--- src/hdl/ptd_ram.sv ---
// ----------------------------------------------------------------------------
// ptd_ram
// Generic simple dual-port RAM, one write port, one registered read port.
// ----------------------------------------------------------------------------
module ptd_ram #(
  parameter int unsigned WIDTH = 8,
  parameter int unsigned DEPTH = 256
) (
  input  logic                                     clk_i,
  input  logic                                     we_i,
  input  logic [((DEPTH > 1) ? $clog2(DEPTH) : 1)-1:0] waddr_i,
  input  logic [WIDTH-1:0]                         wdata_i,
  input  logic                                     re_i,
  input  logic [((DEPTH > 1) ? $clog2(DEPTH) : 1)-1:0] raddr_i,
  output logic [WIDTH-1:0]                         rdata_o
);

  logic [WIDTH-1:0] mem_q [DEPTH];
  logic [WIDTH-1:0] rdata_q;

  always_ff @(posedge clk_i) begin
    if (we_i) begin
      mem_q[waddr_i] <= wdata_i;
    end
    if (re_i) begin
      rdata_q <= mem_q[raddr_i];
    end
  end

  assign rdata_o = rdata_q;

endmodule

--- config.mk ---
export PLATFORM = sky130hd
export DESIGN_NAME = ptd_ram
export DESIGN_NICKNAME = d
export VERILOG_FILES = /design/src/hdl/ptd_ram.sv
export SDC_FILE = /design/constraint.sdc
export NUM_CORES = 2
export LEC_CHECK = 0
export BUFFER_PORTS_ARGS = -buffer_cell sky130_fd_sc_hd__buf_2
export CAP_MARGIN = 5
export CORE_ASPECT_RATIO = 1.4
export CORE_MARGIN = 2
export CORE_UTILIZATION = 55
export DETAILED_ROUTE_END_ITERATION = 10
export GPL_TIMING_DRIVEN = 0
export PLACE_DENSITY = 0.79
export SLEW_MARGIN = 30
export SYNTH_ARGS = -nofsm -noshare
export SYNTH_HDL_FRONTEND = slang
export SYNTH_SLANG_ARGS = --single-unit
--- constraint.sdc ---
create_clock -name clk_i -period 2.8 [get_ports clk_i]
set_input_delay 0.28 -clock clk_i [delete_from_list [all_inputs] [get_ports clk_i]]
set_output_delay 0.28 -clock clk_i [all_outputs]
set_load 0.005 [all_outputs]
==> load_flow_metrics.sql <==
INSERT INTO impl_metrics (metric_group, metric, value, unit) VALUES
('status', 'status', 'complete, but fails checks', ''),
('status', 'violations', 'negative setup slack', ''),
('route', 'detail_route.wl_per_cell', '39.7', 'µm'),
('finish', 'final_net_count', '4003', ''),
('clocking', 'clockRootBuffer', 'sky130_fd_sc_hd__clkbuf_16', ''),
('sta', 'max_slew_margin', '24.6', '%'),
('synth', 'ys_async_sr_fraction', '0', '%'),
('finish', 'layout.cell_area.non_filler', '89600', 'µm²'),
('clocking', 'clock_latency', '840', 'ps'),
('route', 'drt-initial-drc-count', '7505', ''),
('clocking', 'cts_buffer_depth', '3', ''),
('die', 'dieHeight', '454', 'µm'),
('route', 'via_count', '42900', ''),
('power_and_ir_drop', 'pwr-share-seq', '54.6', '%'),
('die', 'initial_core_util', '55.3', '%'),
('worst_setup_path', 'critical_path.max_fanout', '11', ''),
('power_and_ir_drop', 'power.clock.fraction', '39.2', '%'),
('sta', 'period_needed', '3090', 'ps'),
('die', 'chipWidth', '326', 'µm'),
('route', 'route.detailed.drc', '0', ''),
('synth', 'yosys_most_used_dff', 'sky130_fd_sc_hd__edfxtp_1', ''),
('sta', 'setup_tns', '-57060', 'ps'),
('synth', 'synthesized_area_divided_by_synthesized_cell_count', '21.3', 'µm²'),
('route', 'postRouteWirelength', '240000', 'µm'),
('die', 'core-area', '144000', 'µm²'),
('hold_path', 'worst_hold_path_type', 'in2reg', ''),
('global_route', 'grt-ovfl-total', '0', ''),
('worst_setup_path', 'setup.worst_path.class', 'in2reg', ''),
('clocking', 'htree_num_levels', '4', ''),
('sta', 'final_setup_fails', '521', ''),
('sta', 'worst_pin_slew', '1130', 'ps'),
('finish', 'layout_commonest_cell', 'sky130_fd_sc_hd__edfxtp_1', ''),
('finish', 'layoutNonFillerInstCount', '6047', ''),
('global_route', 'grt_pass1_wl', '328000', 'µm'),
('sta', 'slew_violations', '0', ''),
('power_and_ir_drop', 'internal_power', '48.4', 'mW'),
('power_and_ir_drop', 'power.static_leakage', '27.6', 'nW'),
('power_and_ir_drop', 'vdd.ir_drop.worst', '0.000680', 'V'),
('global_route', 'grt_antenna_before_repair', '22', ''),
('die', 'ios', '35', ''),
('sta', 'timing.final.hold_violations', '0', ''),
('finish', 'layout-area-overhead-vs-synth', '12.5', '%'),
('clocking', 'cts_sinks', '2056', ''),
('synth', 'syn_nets', '3760', ''),
('worst_setup_path', 'cp.arrival', '3530', 'ps'),
('synth', 'synthCells', '3733', ''),
('synth', 'synth-edff-count', '2056', ''),
('synth', 'yosys.area.top_type_share', '77.5', '%'),
('worst_setup_path', 'worst_r2r_path_depth', '6', ''),
('sta', 'timing.final.ws_setup', '-289', 'ps'),
('synth', 'syn-cell-area', '79600', 'µm²'),
('power_and_ir_drop', 'comb_power_share', '6.2', '%'),
('placed_design', 'placedCellCount', '5710', ''),
('die', 'std_cell_rows', '165', ''),
('hold_path', 'min_delay_path_depth', '2', ''),
('clocking', 'clk_transition_reported_paths', '70', 'ps'),
('clocking', 'cts_tree', 'done', ''),
('worst_setup_path', 'worst_setup_path_start_kind', 'input port', ''),
('power_and_ir_drop', 'switching_share', '22.2', '%'),
('synth', 'synth.yosys.seq_area_share', '77.5', '%'),
('sta', 'fin_worst_hold_slack', '272', 'ps'),
('synth', 'netlist_top_cells_area', 'sky130_fd_sc_hd__edfxtp_1 78%, sky130_fd_sc_hd__mux4_2 13%, sky130_fd_sc_hd__mux2i_1 1.7%, sky130_fd_sc_hd__nor2_1 1.3%, sky130_fd_sc_hd__a22oi_1 1.3%', ''),
('global_route', 'groute.usage.overall', '32.6', '%'),
('flow_run', 'max_cap_viol_count', '0', ''),
('synth', 'ys_seq_elements', '2056', ''),
('sta', 'fmax', '0.324', 'GHz'),
('route', 'drt_pass_1_iters', '8', ''),
('route', 'route.antenna.remaining_nets', '0', ''),
('finish', 'drive_above_1_share', '26.5', '%'),
('power_and_ir_drop', 'power_switching', '13.8', 'mW'),
('synth', 'yosys.cell_types.count', '54', '');
==> registers in the layout (all words and copies together) (netlist names) <==
| name | flops |
|---|---|
| rdata_o | 8 |
| mem_q | 2048 |
==> critical path, stage by stage <==
cell,delay (ps)
sky130_fd_sc_hd__clkbuf_1,490
sky130_fd_sc_hd__nor2b_1,240
sky130_fd_sc_hd__clkbuf_1,450
sky130_fd_sc_hd__nand3_1,670
sky130_fd_sc_hd__clkbuf_2,720
sky130_fd_sc_hd__nor2_2,640
==> worst paths after layout <==
check	to	from
worst min register to register	rdata_o[1]$_DFFE_PP_	mem_q[3][1]$_DFFE_PP_
worst max-delay path	mem_q[138][4]$_DFFE_PP_	waddr_i[3]
worst min-delay path	mem_q[111][1]$_DFFE_PP_	wdata_i[1]
worst max register to register	rdata_o[6]$_DFFE_PP_	mem_q[83][6]$_DFFE_PP_
==> cells in the mapped netlist, types with 3 or more instances <==
master,count
sky130_fd_sc_hd__nor2b_1,31
sky130_fd_sc_hd__o22a_1,5
sky130_fd_sc_hd__edfxtp_1,2056
sky130_fd_sc_hd__buf_12,8
sky130_fd_sc_hd__a22oi_1,133
sky130_fd_sc_hd__nand2_1,33
sky130_fd_sc_hd__nand2b_1,8
sky130_fd_sc_hd__buf_6,21
sky130_fd_sc_hd__mux2i_1,134
sky130_fd_sc_hd__a22o_1,8
sky130_fd_sc_hd__and2_1,6
sky130_fd_sc_hd__mux4_2,454
sky130_fd_sc_hd__nand3_1,34
sky130_fd_sc_hd__o21ai_0,10
sky130_fd_sc_hd__clkbuf_1,111
sky130_fd_sc_hd__nor4_2,3
sky130_fd_sc_hd__o211ai_1,10
sky130_fd_sc_hd__buf_1,22
sky130_fd_sc_hd__buf_2,31
sky130_fd_sc_hd__or2_2,4
sky130_fd_sc_hd__a21oi_1,96
sky130_fd_sc_hd__buf_4,27
sky130_fd_sc_hd__nand4_1,10
sky130_fd_sc_hd__nor3_1,22
sky130_fd_sc_hd__nor4_1,24
sky130_fd_sc_hd__a221oi_1,13
sky130_fd_sc_hd__nor2_1,282
sky130_fd_sc_hd__o22ai_1,28
sky130_fd_sc_hd__o221ai_1,46
sky130_fd_sc_hd__o32ai_1,4
sky130_fd_sc_hd__buf_8,13
sky130_fd_sc_hd__a211oi_1,16
==> cells by family after synthesis <==
| group | after synthesis | synth area share [%] |
|---|---|---|
| DFF | 2056 | 77.5 |
| muxes | 591 | 14.6 |
| and+or+nand+nor | 466 | 2.63 |
| AOI/OAI and AO/OA | 385 | 3.42 |
| buffers and inverters | 235 | 1.83 |
==> cell type report <==
| class | count | area [µm²] |
|---|---|---|
| buffer | 231 | 1660 |
| antenna | 14 | 35.0 |
| tap | 1920 | 2400 |
| inverter | 2 | 7.51 |
| clock inverter | 96 | 963 |
| multi-input combinational | 1442 | 17100 |
| clock buffer | 220 | 4650 |
| fill | 9334 | 54500 |
| timing repair buffer | 66 | 1040 |
| sequential | 2056 | 61700 |
==> power by group through the flow <==
stage	Combinational [mW]	Sequential, mW	Clock, mW
2_1_floorplan	1.65	34.6	0
3_3_place_gp	3.28	34.7	0
3_5_place_dp	3.49	34.6	0
4_1_cts	3.59	33.9	24.3
5_1_grt	3.84	33.9	25.3
6_report	3.85	33.9	24.4
==> stage by stage <==
step                      utilization [%]  setup slack, ps  power, mW
final                                62.2             -289       62.2
after global routing                 62.2             -206       63.1
after CTS                            61.9             2.02       61.8
after floorplan                         -              444       36.3
after detailed placement             57.7            -2010       38.1
after global placement               57.0            -2490       38.0
==> timing repair <==
item | 4_1_cts | 5_1_grt
hold buffers | 9 | 0
endpoints found under the hold margin | 363 | 0
pin swaps | 2 | 3
setup endpoints to repair | 8 | 496
buffers inserted | 0 | 0
gates resized for setup | 113 | 112
==> layer usage <==
layer / global-route usage (%) / vias to the layer above / share of wire [%]
li1: - / 16200 / -
met1: 37.0 / 21600 / 30
met2: 50.4 / 4098 / 47
met3: 10.6 / 960 / 13
met4: 27.4 / 20 / 10
met5: 0 / - / 0.055
(Power assumes the default switching activity.)
