File: src/hdl/ptd_pkg.sv
// ----------------------------------------------------------------------------
// ptd_pkg
// Shared constants, types and codes of the pin touch detector.
// ----------------------------------------------------------------------------
package ptd_pkg;

  localparam int unsigned COLUMNS   = 48;
  localparam int unsigned ROWS      = 24;
  localparam int unsigned WINDOW    = 4;
  localparam int unsigned PIN_COUNT = COLUMNS * ROWS;
  localparam int unsigned ADDR_W    = (PIN_COUNT > 1) ? $clog2(PIN_COUNT) : 1;
  localparam int unsigned SCAN_W    = (WINDOW > 1) ? $clog2(WINDOW) : 1;

  localparam int unsigned COL_W     = 6;
  localparam int unsigned ROW_W     = 5;
  localparam int unsigned HGT_W     = 8;
  localparam int unsigned DIFF_W    = 9;
  localparam int unsigned CFG_IDX_W = 4;
  localparam int unsigned CFG_DAT_W = 8;
  localparam int unsigned ROW_BITS  = WINDOW * HGT_W;

  localparam logic [HGT_W-1:0]  HIST_RESET = 8'd210;
  localparam logic [HGT_W-1:0]  TOL_RESET  = 8'd2;
  localparam logic [HGT_W-1:0]  THR_RESET  = 8'd21;
  localparam logic [COL_W-1:0]  COL_NONE   = COL_W'(COLUMNS);
  localparam logic [ROW_W-1:0]  ROW_NONE   = ROW_W'(ROWS);
  localparam logic [SCAN_W-1:0] SCAN_LAST  = SCAN_W'(WINDOW - 1);
  localparam logic [ADDR_W-1:0] ADDR_LAST  = ADDR_W'(PIN_COUNT - 1);
  localparam logic [ADDR_W-1:0] COLUMNS_A  = ADDR_W'(COLUMNS);

  localparam logic [CFG_IDX_W-1:0] CFG_FLAT_TOL  = CFG_IDX_W'(0);
  localparam logic [CFG_IDX_W-1:0] CFG_TOUCH_THR = CFG_IDX_W'(1);

  typedef logic [WINDOW-1:0][HGT_W-1:0] hist_row_t;

  typedef struct packed {
    logic load;
    logic step;
  } win_ctrl_t;

  typedef enum logic [5:0] {
    S_CLEAR = 6'b000001,
    S_IDLE  = 6'b000010,
    S_READ  = 6'b000100,
    S_LOAD  = 6'b001000,
    S_SCAN  = 6'b010000,
    S_DONE  = 6'b100000
  } state_e;

endpackage

File: src/hdl/ptd_window.sv
// ----------------------------------------------------------------------------
// ptd_window
// Window register and shared max/min compare unit, one sample per step.
// ----------------------------------------------------------------------------
module ptd_window import ptd_pkg::*; (
  input  logic             clk_i,
  input  win_ctrl_t        ctrl_i,
  input  hist_row_t        rd_row_i,
  input  logic [HGT_W-1:0] cmd_i,
  output hist_row_t        new_row_o,
  output logic [HGT_W-1:0] spread_o
);

  hist_row_t        win_q, win_d;
  logic [HGT_W-1:0] max_q, max_d;
  logic [HGT_W-1:0] min_q, min_d;

  always_comb begin
    new_row_o[0] = cmd_i;
    for (int k = 1; k < WINDOW; k++) begin
      new_row_o[k] = rd_row_i[k-1];
    end
  end

  always_comb begin
    win_d = win_q;
    max_d = max_q;
    min_d = min_q;
    if (ctrl_i.load) begin
      win_d = new_row_o;
      max_d = '0;
      min_d = '1;
    end else if (ctrl_i.step) begin
      for (int k = 0; k < WINDOW; k++) begin
        win_d[k] = win_q[(k + 1) % WINDOW];
      end
      max_d = (win_q[0] > max_q) ? win_q[0] : max_q;
      min_d = (win_q[0] < min_q) ? win_q[0] : min_q;
    end
  end

  always_ff @(posedge clk_i) begin
    win_q <= win_d;
    max_q <= max_d;
    min_q <= min_d;
  end

  assign spread_o = max_q - min_q;

endmodule

File: config.mk
export PLATFORM = sky130hd
export DESIGN_NAME = ptd_window
export DESIGN_NICKNAME = d
export VERILOG_FILES = /design/src/hdl/ptd_pkg.sv /design/src/hdl/ptd_window.sv
export SDC_FILE = /design/constraint.sdc
export NUM_CORES = 1
export LEC_CHECK = 0
export BUFFER_PORTS_ARGS = -buffer_cell sky130_fd_sc_hd__buf_2
export CORE_UTILIZATION = 58
export CTS_BUF_LIST = sky130_fd_sc_hd__clkbuf_4
export CTS_CLUSTER_DIAMETER = 100
export DETAILED_ROUTE_END_ITERATION = 10
export PLACE_DENSITY = 0.95
export SKIP_CTS_REPAIR_TIMING = 1
export SYNTH_ARGS = -nofsm -noshare
export SYNTH_HDL_FRONTEND = slang
export SYNTH_SLANG_ARGS = --single-unit
File: constraint.sdc
create_clock -name clk_i -period 2.9 [get_ports clk_i]
set_input_delay 0.58 -clock clk_i [delete_from_list [all_inputs] [get_ports clk_i]]
set_output_delay 0.58 -clock clk_i [all_outputs]
set_load 0.05 [all_outputs]
==> results.md <==
* Status: finished clean
* Most used DFF post-synth: edfxtp_1
* Non-Filler Instances at 378
* Clock Root Buffer: clkbuf_4
* Placeable Area at roughly 4800 sq um
* Synth Warn # at 0
* Pre-CTS setup slack at 391 ps
* Fin crit share at 97.7%
* Setup violators final at 0
* WL/cell at approximately 15 um
* Fin. max-slew vios at 0
* CP endpoint kind: output pin
* Buffers on Ports at 74
* Final setup margin at 66.1 ps
* Drt first-iter violations at 71
* CP startpoint: min_q[1]
* WHS at 477 ps
* FP Rows at 25
* RR Endpoint: max_q[5]
* Pin count of the biggest net entering global routing at 57
* Yosys reg bits at 48
* Placed cell count at about 370
* Crit Path Max Fanout at 3
* Layout Area Growth over Synthesis at 12.8%
* Global route overflow at 0
* Switching share of power at a little under two fifths
* Total CTS buffers at 5
* Minimum clock period at approximately 2800 ps
* Clock skew at 12.8 ps
* Via Count at around 2000
* Routed WL at ~5500 um
* Top cells by count, synth: buf_4 (32), edfxtp_1 (32), mux2_2 (24), ha_1 (22), inv_1 (21)
* Clock Pin Slew Worst Setup and Hold Paths at approximately 150 ps
* Worst slew margin at 50.2%
* DRC Markers at 0
* Number of flops mapped to enable cells by yosys at 32
* Peak supply drop at roughly 0.34 mV
* TritonCTS clock tree: built
* R2r setup slk at 790 ps
* Sequential-to-total area share from yosys stat at 44.6%
* Worst reg2reg startpoint: win_q[5]
* Measured slew at the worst slew-check pin at 747 ps
* Startpoint types: flip-flop
* Worst EP required at 2320 ps
* Multi-input gate area at ~1300 sq um
* Initial antenna violation count at 0
* Max clock buf depth at 2
* Fill count at 358
* Placed Area at 3070 sq um
* Seq. cell area at 1280 sq um
* Total power at 1.98 mW
* First-pass GRT wire length at 8810 um
* # diodes at 0
* Comb pwr share at 35.7%
* Synth area leader: edfxtp_1
* Clock network power share at roughly 21%
* Int Power at 1.25 mW
* Worst r2r path cells at 5
* Clock Latency Late Sink at 370 ps
* Total global-route track usage at 22.1%
* Seq pwr share at 43.9%
* H-Tree Depth at 2
* Vias/cell at 5.28
* Power Density at ~610 nW/um^2
* Final instance area at 3240 sq um
* Layout cell share with drive strength beyond 1 at between 40% and 50%
* Total die area at 5240 sq um
* Fin nets at 376
* Asr flop ratio synth at 0%
* Post-synth top area share at about a third
* Placer Congestion at 0.828
* Clock sink total at between 40 and 50
* Worst Hold Class: in2reg
* NetSw at 0.728 mW
* Die Ht at 72.4 um
* Synth area leaders: edfxtp_1 (33%), dfxtp_1 (11%), ha_1 (9.6%), mux2_2 (9.4%), buf_4 (8.4%)
* Final HPWL DP at 3840 um
* Hold Fails Final Rpt at 0
* Synthesized area per cell at around 11 sq um
* Io pins at 83
* Starting Density at 60.4%
* Max Cap Violations at 0
* WP data arrival at 2250 ps
* Post-Syn Area at ~2900 sq um
* DRT antenna net count at 0
* Leak at 1.48 nW
* Mapped Nets at 330
* Fmax at 0.353 GHz
* Die W at just over 70 um
* Worst Setup EP: spread_o[7]
* Yosys cell types at 34
* Syn Inst Count at 264
* 1st-pass router iterations at 4
* Vias in the first global route at 1930
* Kind of critical path: reg2out
## cell usage in the layout, fill, tap and decap left out, types with 2 or more instances in the layout
cell type,n
inv_1,19
o21a_1,2
nor2b_1,2
a21oi_2,2
buf_4,5
nand4_1,3
nor2b_4,2
inv_2,2
clkbuf_4,5
xnor2_1,5
dfxtp_1,14
buf_2,72
a21oi_1,11
nor3_1,2
nand2b_1,18
edfxtp_1,32
mux2i_1,8
o21ai_0,13
nand2_1,19
ha_1,20
dfxtp_2,2
mux2_2,24
ha_4,2
nor2_1,8
## through the flow
step / setup TNS (ps) / utilization (%)
global placement: 0 / 64.5
finish: 0 / 68.2
CTS: -76.5 / 66.2
global route: -42.5 / 68.2
detailed placement: 0 / 64.5
floorplan: 0 / -
## worst max-delay path, stage by stage, from the launching register on
cell and delay (ps):
dfxtp_2 380, inv_2 50, ha_1 270, nor2b_4 130, o2111ai_2 190, nand3_2 120
o41ai_2 340, xnor2_1 170, buf_4 220
## how the worst min path moves through the flow
stage | slack (ps) | end | cells after the start | from
after floorplan | 460 | min_q[0] | 2 | min_q[0]
after global placement | 470 | min_q[0] | 2 | min_q[0]
after detailed placement | 480 | min_q[0] | 2 | min_q[0]
after CTS | 460 | win_q[27] | 3 | rd_row_i[19]
after global routing | 480 | win_q[30] | 3 | rd_row_i[22]
final | 480 | win_q[26] | 3 | rd_row_i[18]
## sequential cells by signal, indices dropped and copies added, names as in the netlist
signal,cells
max_q,8
min_q,8
win_q,32
## power groups by stage
stage	Combinational (mW)	Clock (mW)	Sequential (mW)
5_1_grt	0.760	0.446	0.875
4_1_cts	0.662	0.413	0.863
3_5_place_dp	0.657	0	0.878
2_1_floorplan	0.549	0	0.861
6_report	0.705	0.405	0.867
3_3_place_gp	0.632	0	0.873
## layer usage
layer | wire length (um) | global-route usage (%)
met5 | 0 | 0
met4 | 127 | 8.71
met3 | 290 | 4.58
met2 | 2760 | 37.1
met1 | 2330 | 28.1
## cell families (layout without fill, tap and decap cells)
kind of cell    Yosys count  in the layout  share of synthesized area [%]
compound gates           36             36                           8.27
xor+xnor                  5              5                           1.52
buf+inv                  60            107                           12.1
fa+ha+maj                23             23                           10.3
flops                    48             48                           44.6
simple gates             60             60                           11.0
mux                      32             32                           12.2
## area by class of cell
type | count | share of cell area [%]
Clock buffer | 5 | 1.16
Multi-Input combinational cell | 156 | 40.3
Clock inverter | 3 | 1.31
Timing Repair Buffer | 78 | 12.6
Sequential cell | 48 | 39.6
Inverter | 21 | 2.43
Tap cell | 67 | 2.59
No activity file was read; power rests on OpenSTA's default activity.
